### config.mk
export PLATFORM = sky130hd
export DESIGN_NAME = utf8_to_utf16_decoder
export DESIGN_NICKNAME = d
export VERILOG_FILES = /design/src/sv/u2u_pkg.sv /design/src/sv/u2u_front.sv /design/src/sv/u2u_queue.sv /design/src/sv/u2u_back.sv /design/src/sv/utf8_to_utf16_decoder.sv
export SDC_FILE = /design/constraint.sdc
export NUM_CORES = 1
export LEC_CHECK = 0
export BUFFER_PORTS_ARGS = -buffer_cell sky130_fd_sc_hd__buf_2
export CAP_MARGIN = 30
export CORE_ASPECT_RATIO = 1.5
export CORE_MARGIN = 2
export CORE_UTILIZATION = 40
export CTS_BUF_LIST = sky130_fd_sc_hd__clkbuf_8
export DETAILED_ROUTE_END_ITERATION = 10
export PLACE_DENSITY = 0.58
export SYNTH_ARGS = -nofsm -noshare
export SYNTH_HDL_FRONTEND = slang
export SYNTH_SLANG_ARGS = --single-unit
### constraint.sdc
create_clock -name clk -period 4.48 [get_ports clk]
set_input_delay 0.896 -clock clk [delete_from_list [all_inputs] [get_ports clk]]
set_output_delay 0.896 -clock clk [all_outputs]
set_load 0.02 [all_outputs]
### src/sv/u2u_pkg.sv
// ----------------------------------------------------------------------------
// u2u_pkg
// Shared types and constants of the UTF-8 to UTF-16 decoder.
// ----------------------------------------------------------------------------
package u2u_pkg;

  // Result kinds
  typedef enum logic [1:0] {
    KIND_UNIT = 2'd0,
    KIND_OK   = 2'd1,
    KIND_FAIL = 2'd2
  } kind_t;

  // Event passed from the front to the back: a code point or an end mark
  typedef struct packed {
    kind_t       kind;
    logic [20:0] cp;
  } evt_t;

  localparam logic [20:0] CP_MAX    = 21'h10FFFF;
  localparam logic [20:0] SURR_LO   = 21'h00D800;
  localparam logic [20:0] SURR_HI   = 21'h00DFFF;
  localparam logic [20:0] PLANE1    = 21'h010000;
  localparam logic [20:0] MIN_THREE = 21'h000800;
  localparam logic [20:0] MIN_TWO   = 21'h000080;
  localparam logic [15:0] HIGH_SURR = 16'hD800;
  localparam logic [15:0] LOW_SURR  = 16'hDC00;

  // Event queue geometry
  localparam int QUEUE_DEPTH = 4;
  localparam int QUEUE_AW    = $clog2(QUEUE_DEPTH);
  localparam int QUEUE_CW    = $clog2(QUEUE_DEPTH + 1);

endpackage

### src/sv/u2u_front.sv
// ----------------------------------------------------------------------------
// u2u_front
// Byte classifier: gathers UTF-8 sequences, checks them, and issues one event
// per completed code point or terminator.
// ----------------------------------------------------------------------------
module u2u_front (
  input  logic           clk,
  input  logic           rst_n,
  input  logic           byte_accept,
  input  logic [7:0]     text_byte,
  output logic           evt_valid,
  output u2u_pkg::evt_t  evt
);
  import u2u_pkg::*;

  logic [1:0]  pending_r, pending_nxt;
  logic [1:0]  seq_len_r, seq_len_nxt;
  logic [20:0] partial_r, partial_nxt;
  logic        failed_r, failed_nxt;

  logic [20:0] cp_cont;
  logic        bad;

  // Code point after shifting in one continuation beat
  assign cp_cont = {partial_r[14:0], text_byte[5:0]};

  // Overlong, out of range or surrogate value
  always_comb begin
    bad = (cp_cont > CP_MAX) || ((cp_cont >= SURR_LO) && (cp_cont <= SURR_HI));
    unique case (seq_len_r)
      2'd1:    if (cp_cont < MIN_TWO) bad = 1'b1;
      2'd2:    if (cp_cont < MIN_THREE) bad = 1'b1;
      2'd3:    if (cp_cont < PLANE1) bad = 1'b1;
      default: ;
    endcase
  end

  // Classify one beat
  always_comb begin
    pending_nxt = pending_r;
    seq_len_nxt = seq_len_r;
    partial_nxt = partial_r;
    failed_nxt  = failed_r;
    evt_valid   = 1'b0;
    evt.kind    = KIND_UNIT;
    evt.cp      = '0;
    if (byte_accept) begin
      priority if (text_byte == 8'd0) begin
        evt_valid   = 1'b1;
        evt.kind    = (failed_r || pending_r != 2'd0) ? KIND_FAIL : KIND_OK;
        pending_nxt = '0;
        seq_len_nxt = '0;
        partial_nxt = '0;
        failed_nxt  = 1'b0;
      end else if (failed_r) begin
        // drop bytes until the terminator
      end else if (pending_r == 2'd0) begin
        priority if (!text_byte[7]) begin
          evt_valid = 1'b1;
          evt.cp    = {13'd0, text_byte};
        end else if (text_byte[7:5] == 3'b110) begin
          partial_nxt = {16'd0, text_byte[4:0]};
          seq_len_nxt = 2'd1;
          pending_nxt = 2'd1;
        end else if (text_byte[7:4] == 4'b1110) begin
          partial_nxt = {17'd0, text_byte[3:0]};
          seq_len_nxt = 2'd2;
          pending_nxt = 2'd2;
        end else if (text_byte[7:3] == 5'b11110) begin
          partial_nxt = {18'd0, text_byte[2:0]};
          seq_len_nxt = 2'd3;
          pending_nxt = 2'd3;
        end else begin
          failed_nxt = 1'b1;
        end
      end else if (text_byte[7:6] != 2'b10) begin
        failed_nxt  = 1'b1;
        pending_nxt = '0;
        seq_len_nxt = '0;
        partial_nxt = '0;
      end else if (pending_r != 2'd1) begin
        partial_nxt = cp_cont;
        pending_nxt = pending_r - 2'd1;
      end else begin
        pending_nxt = '0;
        seq_len_nxt = '0;
        partial_nxt = '0;
        if (bad) begin
          failed_nxt = 1'b1;
        end else begin
          evt_valid = 1'b1;
          evt.cp    = cp_cont;
        end
      end
    end
  end

  // Hold sequence state
  always_ff @(posedge clk) begin
    if (!rst_n) begin
      pending_r <= '0;
      seq_len_r <= '0;
      partial_r <= '0;
      failed_r  <= 1'b0;
    end else begin
      pending_r <= pending_nxt;
      seq_len_r <= seq_len_nxt;
      partial_r <= partial_nxt;
      failed_r  <= failed_nxt;
    end
  end

endmodule

### src/sv/u2u_queue.sv
// ----------------------------------------------------------------------------
// u2u_queue
// Short event queue between the classifier and the unit emitter.
// ----------------------------------------------------------------------------
module u2u_queue (
  input  logic           clk,
  input  logic           rst_n,
  input  logic           push,
  input  u2u_pkg::evt_t  push_evt,
  output logic           full,
  input  logic           pop,
  output u2u_pkg::evt_t  head_evt,
  output logic           empty
);
  import u2u_pkg::*;

  evt_t                mem [QUEUE_DEPTH];
  logic [QUEUE_AW-1:0] wr_ptr_r, wr_ptr_nxt;
  logic [QUEUE_AW-1:0] rd_ptr_r, rd_ptr_nxt;
  logic [QUEUE_CW-1:0] count_r, count_nxt;
  logic                do_push, do_pop;

  assign full     = (count_r == QUEUE_CW'(QUEUE_DEPTH));
  assign empty    = (count_r == '0);
  assign do_push  = push && !full;
  assign do_pop   = pop && !empty;
  assign head_evt = mem[rd_ptr_r];

  // Advance pointers and count
  always_comb begin
    wr_ptr_nxt = wr_ptr_r;
    rd_ptr_nxt = rd_ptr_r;
    count_nxt  = count_r;
    if (do_push) wr_ptr_nxt = (wr_ptr_r == QUEUE_AW'(QUEUE_DEPTH - 1)) ? '0 : wr_ptr_r + 1'b1;
    if (do_pop)  rd_ptr_nxt = (rd_ptr_r == QUEUE_AW'(QUEUE_DEPTH - 1)) ? '0 : rd_ptr_r + 1'b1;
    if (do_push && !do_pop) count_nxt = count_r + 1'b1;
    if (do_pop && !do_push) count_nxt = count_r - 1'b1;
  end

  always_ff @(posedge clk) begin
    if (!rst_n) begin
      wr_ptr_r <= '0;
      rd_ptr_r <= '0;
      count_r  <= '0;
    end else begin
      wr_ptr_r <= wr_ptr_nxt;
      rd_ptr_r <= rd_ptr_nxt;
      count_r  <= count_nxt;
    end
  end

  // Store entries
  always_ff @(posedge clk) begin
    if (do_push) mem[wr_ptr_r] <= push_evt;
  end

endmodule

### src/sv/u2u_back.sv
// ----------------------------------------------------------------------------
// u2u_back
// Unit emitter: turns events into UTF-16 units or end items, splitting
// supplementary code points into surrogate pairs, behind an output register.
// ----------------------------------------------------------------------------
module u2u_back (
  input  logic           clk,
  input  logic           rst_n,
  input  u2u_pkg::evt_t  head_evt,
  input  logic           q_empty,
  output logic           q_pop,
  output logic [15:0]    code_unit,
  output logic [1:0]     kind,
  output logic           last_of_step,
  output logic           empty,
  input  logic           pop
);
  import u2u_pkg::*;

  logic        out_valid_r, out_valid_nxt;
  logic [15:0] unit_r, unit_nxt;
  kind_t       kind_r, kind_nxt;
  logic        last_r, last_nxt;
  logic        low_pend_r, low_pend_nxt;
  logic [15:0] low_unit_r, low_unit_nxt;

  logic        load_ok;
  logic [20:0] offset;

  assign load_ok = !out_valid_r || pop;
  assign offset  = head_evt.cp - PLANE1;

  // Fill the output register: pending low half first, then a new event
  always_comb begin
    out_valid_nxt = out_valid_r;
    unit_nxt      = unit_r;
    kind_nxt      = kind_r;
    last_nxt      = last_r;
    low_pend_nxt  = low_pend_r;
    low_unit_nxt  = low_unit_r;
    q_pop         = 1'b0;
    if (load_ok) begin
      priority if (low_pend_r) begin
        out_valid_nxt = 1'b1;
        unit_nxt      = low_unit_r;
        kind_nxt      = KIND_UNIT;
        last_nxt      = 1'b1;
        low_pend_nxt  = 1'b0;
      end else if (!q_empty) begin
        q_pop         = 1'b1;
        out_valid_nxt = 1'b1;
        kind_nxt      = head_evt.kind;
        last_nxt      = 1'b1;
        if (head_evt.kind != KIND_UNIT) begin
          unit_nxt = '0;
        end else if (head_evt.cp[20:16] != 5'd0) begin
          unit_nxt     = HIGH_SURR | {6'd0, offset[19:10]};
          last_nxt     = 1'b0;
          low_pend_nxt = 1'b1;
          low_unit_nxt = LOW_SURR | {6'd0, offset[9:0]};
        end else begin
          unit_nxt = head_evt.cp[15:0];
        end
      end else begin
        out_valid_nxt = 1'b0;
      end
    end
  end

  always_ff @(posedge clk) begin
    if (!rst_n) begin
      out_valid_r <= 1'b0;
      low_pend_r  <= 1'b0;
    end else begin
      out_valid_r <= out_valid_nxt;
      low_pend_r  <= low_pend_nxt;
    end
  end

  // Payload holds
  always_ff @(posedge clk) begin
    unit_r     <= unit_nxt;
    kind_r     <= kind_nxt;
    last_r     <= last_nxt;
    low_unit_r <= low_unit_nxt;
  end

  assign empty        = !out_valid_r;
  assign code_unit    = unit_r;
  assign kind         = kind_r;
  assign last_of_step = last_r;

endmodule

### src/sv/utf8_to_utf16_decoder.sv
// ----------------------------------------------------------------------------
// utf8_to_utf16_decoder
// Streaming UTF-8 to UTF-16 decoder for zero-terminated strings.
// ----------------------------------------------------------------------------
// Channel   Ports                                     Beat moves when
// input     push, full, in_text_byte                  push && !full
// result    empty, pop, out_code_unit, out_kind,      pop && !empty
//           out_last_of_step
//
// One byte is taken every cycle while the event queue has room; a byte's
// results pass through the event queue and then the output register.
// A supplementary code point leaves as two beats; the four-entry event queue
// absorbs that extra beat so input keeps flowing.
// Synchronous active-low reset clears sequence state, queue and output.
// Output stalls back up through the queue and raise full only when it fills.
// ----------------------------------------------------------------------------
module utf8_to_utf16_decoder (
  input  logic        clk,
  input  logic        rst_n,
  input  logic        push,
  output logic        full,
  input  logic [7:0]  in_text_byte,
  output logic        empty,
  input  logic        pop,
  output logic [15:0] out_code_unit,
  output logic [1:0]  out_kind,
  output logic        out_last_of_step
);
  import u2u_pkg::*;

  logic byte_accept;
  logic evt_valid;
  evt_t evt;
  evt_t head_evt;
  logic q_empty;
  logic q_pop;

  assign byte_accept = push && !full;

  // Classify bytes
  u2u_front u_front (
    .clk         (clk),
    .rst_n       (rst_n),
    .byte_accept (byte_accept),
    .text_byte   (in_text_byte),
    .evt_valid   (evt_valid),
    .evt         (evt)
  );

  // Decouple classifier from emitter
  u2u_queue u_queue (
    .clk      (clk),
    .rst_n    (rst_n),
    .push     (evt_valid),
    .push_evt (evt),
    .full     (full),
    .pop      (q_pop),
    .head_evt (head_evt),
    .empty    (q_empty)
  );

  // Emit units
  u2u_back u_back (
    .clk          (clk),
    .rst_n        (rst_n),
    .head_evt     (head_evt),
    .q_empty      (q_empty),
    .q_pop        (q_pop),
    .code_unit    (out_code_unit),
    .kind         (out_kind),
    .last_of_step (out_last_of_step),
    .empty        (empty),
    .pop          (pop)
  );

endmodule

After elaboration in Yosys (flattened, before gate mapping)
Memories as Yosys holds them, arrays and structs flattened. A register that Yosys moved wholly into a read port is not among the register bits.
Index checks and enable logic that the tools add are counted.
{"block": "word_totals", "ff_bits": 58, "mem_bits_rw": 92, "in_bits": 12, "output_inout_bits": 21, "word_cells": 150, "mem_count": 1}
{"memory": "u_queue.mem", "words": 4, "width": 23, "rd": 1, "rd_ports_with_merged_regs": 1, "wr": 1, "line_no": "u2u_queue.sv:17", "text": "evt_t mem [QUEUE_DEPTH];"}
{"block": "op_classes", "add_sub_neg": 6, "magnitude_cmp": 6, "n_eq_ne": 16, "mux": 79, "bitwise": 3, "n_reduce_logical": 25}
{"operator": "$mux W15", "count": 9}
{"operator": "$mux W21", "count": 6}
{"operator": "$mux W16", "count": 3}
{"operator": "$mux W2", "count": 21}
{"operator": "$mux W1", "count": 34}
{"operator": "$mux W23", "count": 1}
{"operator": "$ge A21 B16 Y1 const B", "count": 1}
{"operator": "$gt A21 B21 Y1 const B", "count": 1}
{"operator": "$le A21 B16 Y1 const B", "count": 1}
{"operator": "$lt A21 B12 Y1 const B", "count": 1}
{"operator": "$lt A21 B17 Y1 const B", "count": 1}
{"operator": "$lt A21 B8 Y1 const B", "count": 1}
{"operator": "$sub A20 B17 Y20 const B", "count": 1}
{"operator": "$mux W10", "count": 1}
{"operator": "$reduce_and A5 Y1", "count": 2}
{"operator": "$eq A2 B2 Y1 const B", "count": 4}
{"operator": "$logic_not A8 Y1", "count": 1}
{"operator": "$mux W7", "count": 1}
{"operator": "$eq A3 B3 Y1 const B", "count": 2}
{"operator": "$logic_and A1 B1 Y1", "count": 6}
{"operator": "$mux W3", "count": 2}
{"operator": "$ne A2 B2 Y1 const B", "count": 3}
{"operator": "$reduce_bool A2 Y1", "count": 3}
{"operator": "$eq A5 B5 Y1 const B", "count": 1}
{"operator": "other kinds (19)", "count": 28}

Longest topological paths before layout
{"block": "logic_depth", "word_depth": 16, "ltp_mapped": 12, "depth_no_buf": 12}

Hierarchy
Synthesis repeated with hierarchy kept, for this count alone.
{"block": "hier_totals", "cells_unflattened": 475, "area_unflattened_um2": 6820.3}
{"module": "u2u_queue", "n_inst": 1, "cells_each": 176, "area_per_inst_um2": 3847.4, "seq_area_each_um2": 2942.8}
{"module": "u2u_front", "n_inst": 1, "cells_each": 191, "area_per_inst_um2": 1591.5, "seq_area_each_um2": 400.4}
{"module": "u2u_back", "n_inst": 1, "cells_each": 107, "area_per_inst_um2": 1367.6, "seq_area_each_um2": 910.9}
{"module": "utf8_to_utf16_decoder", "n_inst": 1, "cells_each": 1, "area_per_inst_um2": 13.8, "seq_area_each_um2": 0.0}

Worst setup path before layout
No wires, ideal clock.
{"block": "synth_path", "path_kind": "input port to flip-flop", "start": "input port in_text_byte[7]", "end": "memory u_queue.mem[0][0] (netlist name), enable pin", "setup_ns": 0.406, "arrival_time_ns": 2.891, "t_required_ns": 4.074, "setup_slack_ns": 1.184, "path_stages": 4, "path_buffers": 0, "cell_sequence": "or2b_1 -> nor3b_1 -> a41oi_4 -> nor2b_1"}
{"block": "synth_between", "elab_chain_cells": 9}
{"element": "start, declared", "line_no": "utf8_to_utf16_decoder.sv:22", "text": "input logic [7:0] in_text_byte,"}
{"element": "$ne A2 B2 Y1", "line_no": "u2u_front.sv:76", "text": "end else if (text_byte[7:6] != 2'b10) begin"}
{"element": "$mux W1", "line_no": "u2u_front.sv:76"}
{"element": "$mux W1", "line_no": "u2u_front.sv:57", "text": "end else if (pending_r == 2'd0) begin"}
{"element": "$mux W1", "line_no": "u2u_front.sv:55", "text": "end else if (failed_r) begin"}
{"element": "$mux W1 (*)", "line_no": "u2u_front.sv:48", "text": "priority if (text_byte == 8'd0) begin"}
{"element": "$mux W1 (*)", "line_no": "u2u_front.sv:47", "text": "if (byte_accept) begin"}
{"element": "$logic_and A1 B1 Y1 (*)", "line_no": "u2u_queue.sv:25", "text": "assign do_push = push && !full;"}
{"element": "$mux W1 (*)", "line_no": "u2u_queue.sv:54", "text": "if (do_push) mem[wr_ptr_r] <= push_evt;"}
{"element": "$mux W1 (implied by the code) (*)", "line_no": "u2u_queue.sv:54"}
{"element": "end, declared", "line_no": "u2u_queue.sv:17"}
Mark *: on every way between the ends. The rest lies on a longest branch, timed or not.

Worst setup path in the final report
{"block": "layout_path", "start": "register u_queue.count_r[2]", "end": "register u_queue.count_r[2]"}
{"block": "layout_between", "elab_chain_cells": 8}
{"element": "start, declared", "line_no": "u2u_queue.sv:20", "text": "logic [QUEUE_CW-1:0] count_r, count_nxt;"}
{"element": "start signal, assigned", "line_no": "u2u_queue.sv:48", "text": "count_r <= count_nxt;"}
{"element": "$logic_not A3 Y1 / $eq A3 B3 Y1 (equally long branches)", "line_no": "u2u_queue.sv:24, u2u_queue.sv:23"}
{"element": "$mux W1 / $logic_not A1 Y1 (equally long branches)", "line_no": "u2u_back.sv:49, u2u_queue.sv:25, utf8_to_utf16_decoder.sv:38"}
{"element": "$mux W1 / $logic_and A1 B1 Y1 (equally long branches)", "line_no": "u2u_back.sv:43, utf8_to_utf16_decoder.sv:38"}
{"element": "$mux W1 (on tied branches)", "line_no": "u2u_back.sv:42, u2u_front.sv:47"}
{"element": "$logic_and A1 B1 Y1 (on tied branches)", "line_no": "u2u_queue.sv:26, u2u_queue.sv:25"}
{"element": "$logic_not A1 Y1 (on tied branches)", "line_no": "u2u_queue.sv:36, u2u_queue.sv:37"}
{"element": "$logic_and A1 B1 Y1 (on tied branches)", "line_no": "u2u_queue.sv:36, u2u_queue.sv:37"}
{"element": "$reduce_bool A2 Y1 (no line) / $mux W3 (equally long branches)"}
Parallel ways exist; a longest one is shown, timed or not. The select of a mux whose other input is x is not followed.
A chain may end at the register's enable or synchronous reset.

==> out/qor.txt <==
Max_slew headroom: 45.6%
N_diodes: 0
Wirelength per Cell: 18.4 um
GRT met1 Usage: 17.9%
CTS Buf Count: 17
Async set-reset flop share out of synthesis: 0%
Crit-path max FO: 21
Hold path start: u_front.pending_r[1]
Clk_lat worst skew: 0.44 ns
Initial DRT Pass Iterations: 6
DP Wirelength: 9.02 mm
Unrepaired setup endpoints after global routing: no
Arrival @ worst endpoint: 4.00 ns
Number of synthesized flops with an enable pin: 121
Crit path kind: flop to flop
Clk_skew: 0.0168 ns
Leakage: 0.00247 uW
Final Cycle Share: 81.8%
Initial Util: 41.2%
Area delta synth->final: 12.4%
Most common cell after layout, fill and taps aside: edfxtp_1
Endpoints failing hold: 0
Post-DRT Antenna Nets: 0
Synth cell types: 59
Via/cell ratio: 5.36
Crit path launch: u_queue.count_r[2]
Pwr/cell area: 585 mW/mm^2
H-Tree Depth: 4
Fraction of layout cells with a size suffix above 1: 22.2%
Core Box Area: 0.0157 mm^2
GRT overflow: 0
Crit-path max cell delay: 0.62 ns
Synthesized area: 0.00646 mm^2
Die Footprint: 0.0172 mm^2
Post_cts resized: 0
Slew @ Worst Pin: 0.815 ns
Yosys reg bits: 152
Peak VDD IR: 0.000269 V
Post-synthesis cell count: 448
Critical Path End Type: flop
Met2 Use GR: 28.7%
Reg2reg start: u_queue.count_r[2]
Post-route setup TNS: 0 ns
Sequential share of the synthesized area: 65.9%
Largest net degree at the start of global routing: 28
Vias in the first global route: 3,871
Post-synth top area cell: edfxtp_1
Top cell type's share of synthesized area: 56.3%
Commonest non-fill, non-tap cells in the layout: edfxtp_1 (121), buf_2 (32), dfxtp_1 (31)
# DRC: 0
Type of the most critical hold path: flop to flop
CTS Root Cell: clkbuf_8
Total GRT Usage: 15.8%
Max Freq: 273 MHz
Number of port buffers: 32
Ports: 33
Die width: 108 um
Site row count: 56
Clk buf depth: 2
Crit path time final: 3.67 ns
Clock sink count: 152
Number of post-CTS setup repair buffers: 0
Fin nets: 511
Syn Area/Cell: 14.4 um^2
Gpl congestion: 0.845
M3 GR Usage: 3.47%
Type of origin of the critical path: flop
Die span in y: 160 um
Main area contributors after synthesis: edfxtp_1 (56%), dfxtp_1 (9.6%), mux4_2 (8.0%), a21oi_1 (2.1%), ha_1 (1.9%)
First-pass GRT wire length: 20.5 mm
Vias: 3,772
Routed WL: 13.0 mm
Cell area after layout: 0.00726 mm^2
DR iter-0 viols: 226
Synth warn: 0
GR peak layer: met2
TritonCTS clock tree: done
Clock transition at the registers of the reported paths: 0.09 ns
Status: finished clean
Slew Viols, Final: 0
Post-synth top flop: edfxtp_1
Worst path required time: 4.81 ns
CTS Hold Bufs: 0
Finish-stage setup viols: 0
CP max stage cell: nand2b_1
CP Cell Sequence: nor3b_1, nand2b_1, nor2_1, a41oi_4, ha_1, inv_1, fa_1, xor2_1, or3_1, a21oi_1
Net Count, Synth: 471
Maxcap violations: 0
Initial antenna violation count: 0
Placed Area: 0.00685 mm^2
==> critical path: cells and delay by family, from the launching register on <==
kind	cells	cell delay (ns)
fa+ha+maj	2	0.69
simple gates	4	1.67
buf+inv	1	0.07
compound gates	2	0.58
xor+xnor	1	0.17
flops	1	0.40
==> synth_stat cells, types with 3 or more instances <==
cell type,n
a21oi_1,27
nor2_1,25
mux4_2,23
edfxtp_1,121
and3_1,3
mux2i_1,11
nor2b_1,8
clkbuf_1,14
o21ai_0,24
nand2_1,24
dfxtp_1,31
inv_1,15
ha_1,10
o21ai_1,8
buf_6,3
and2_1,16
nor3b_1,4
nand4_1,17
or3_1,3
nor3_1,6
nand2b_1,7
==> through the flow <==
stage / power [uW] / hold slack (ns) / worst slack, ns / instances / utilization [%]
2_1_floorplan: 2880 / 0.442 / 1.18 / 448 / -
3_3_place_gp: 3190 / 0.472 / 0.885 / 672 / 43.6
3_5_place_dp: 3230 / 0.475 / 0.751 / 672 / 43.6
4_1_cts: 4290 / 0.492 / 0.881 / 704 / 46.3
5_1_grt: 4470 / 0.524 / 0.606 / 704 / 46.3
6_report: 4250 / 0.493 / 0.814 / 704 / 46.3
==> registers in the layout, summed over array words and instances (netlist names), 2 cells and up, named ones only <==
| signal | flops |
|---|---|
| u_queue.rd_ptr_r | 2 |
| u_queue.count_r | 3 |
| u_back.low_unit_r | 10 |
| u_front.pending_r | 2 |
| u_front.seq_len_r | 2 |
| u_back.kind | 2 |
| u_front.partial_r | 15 |
| u_queue.wr_ptr_r | 2 |
| u_back.code_unit | 16 |
| u_queue.mem | 92 |
==> kinds of logic (layout without fill, tap and decap cells) <==
kind of cell	after synthesis	after routing	share of synthesized area, %
compound gates	81	81	7.69
xor+xnor	3	3	0.407
fa+ha+maj	11	11	2.25
buf+inv	37	90	2.60
flops	152	152	65.9
mux	34	34	9.73
simple gates	130	130	11.5
==> cell type report <==
type | instances | area, um^2
clock buffer | 17 | 234
clock inverter | 15 | 176
fill | 1420 | 8430
inverter | 16 | 60.1
multi-input combinational | 259 | 2050
sequential | 152 | 4250
tap | 203 | 254
timing repair buffer | 42 | 235
==> final timing paths <==
| path | to | slack (ns) | cells after the start |
|---|---|---|---|
| min reg2reg | u_front.pending_r[1] | 0.49 | 2 |
| max | u_queue.count_r[2] | 0.81 | 10 |
| min | u_front.pending_r[1] | 0.49 | 2 |
| max reg2reg | u_queue.count_r[2] | 0.81 | 10 |
==> metal layers <==
metal  up-vias  wire length [um]
met5         -                 0
met4         0               340
met3        24               437
met2        83              7040
met1      1866              5170
li1       1799                 -
==> power by group <==
group	switching (uW)	internal, uW
Sequential	115	1800
Combinational	771	494
Clock	513	552
Total	1400	2850
Note: power is estimated with default switching activity, not from simulation.
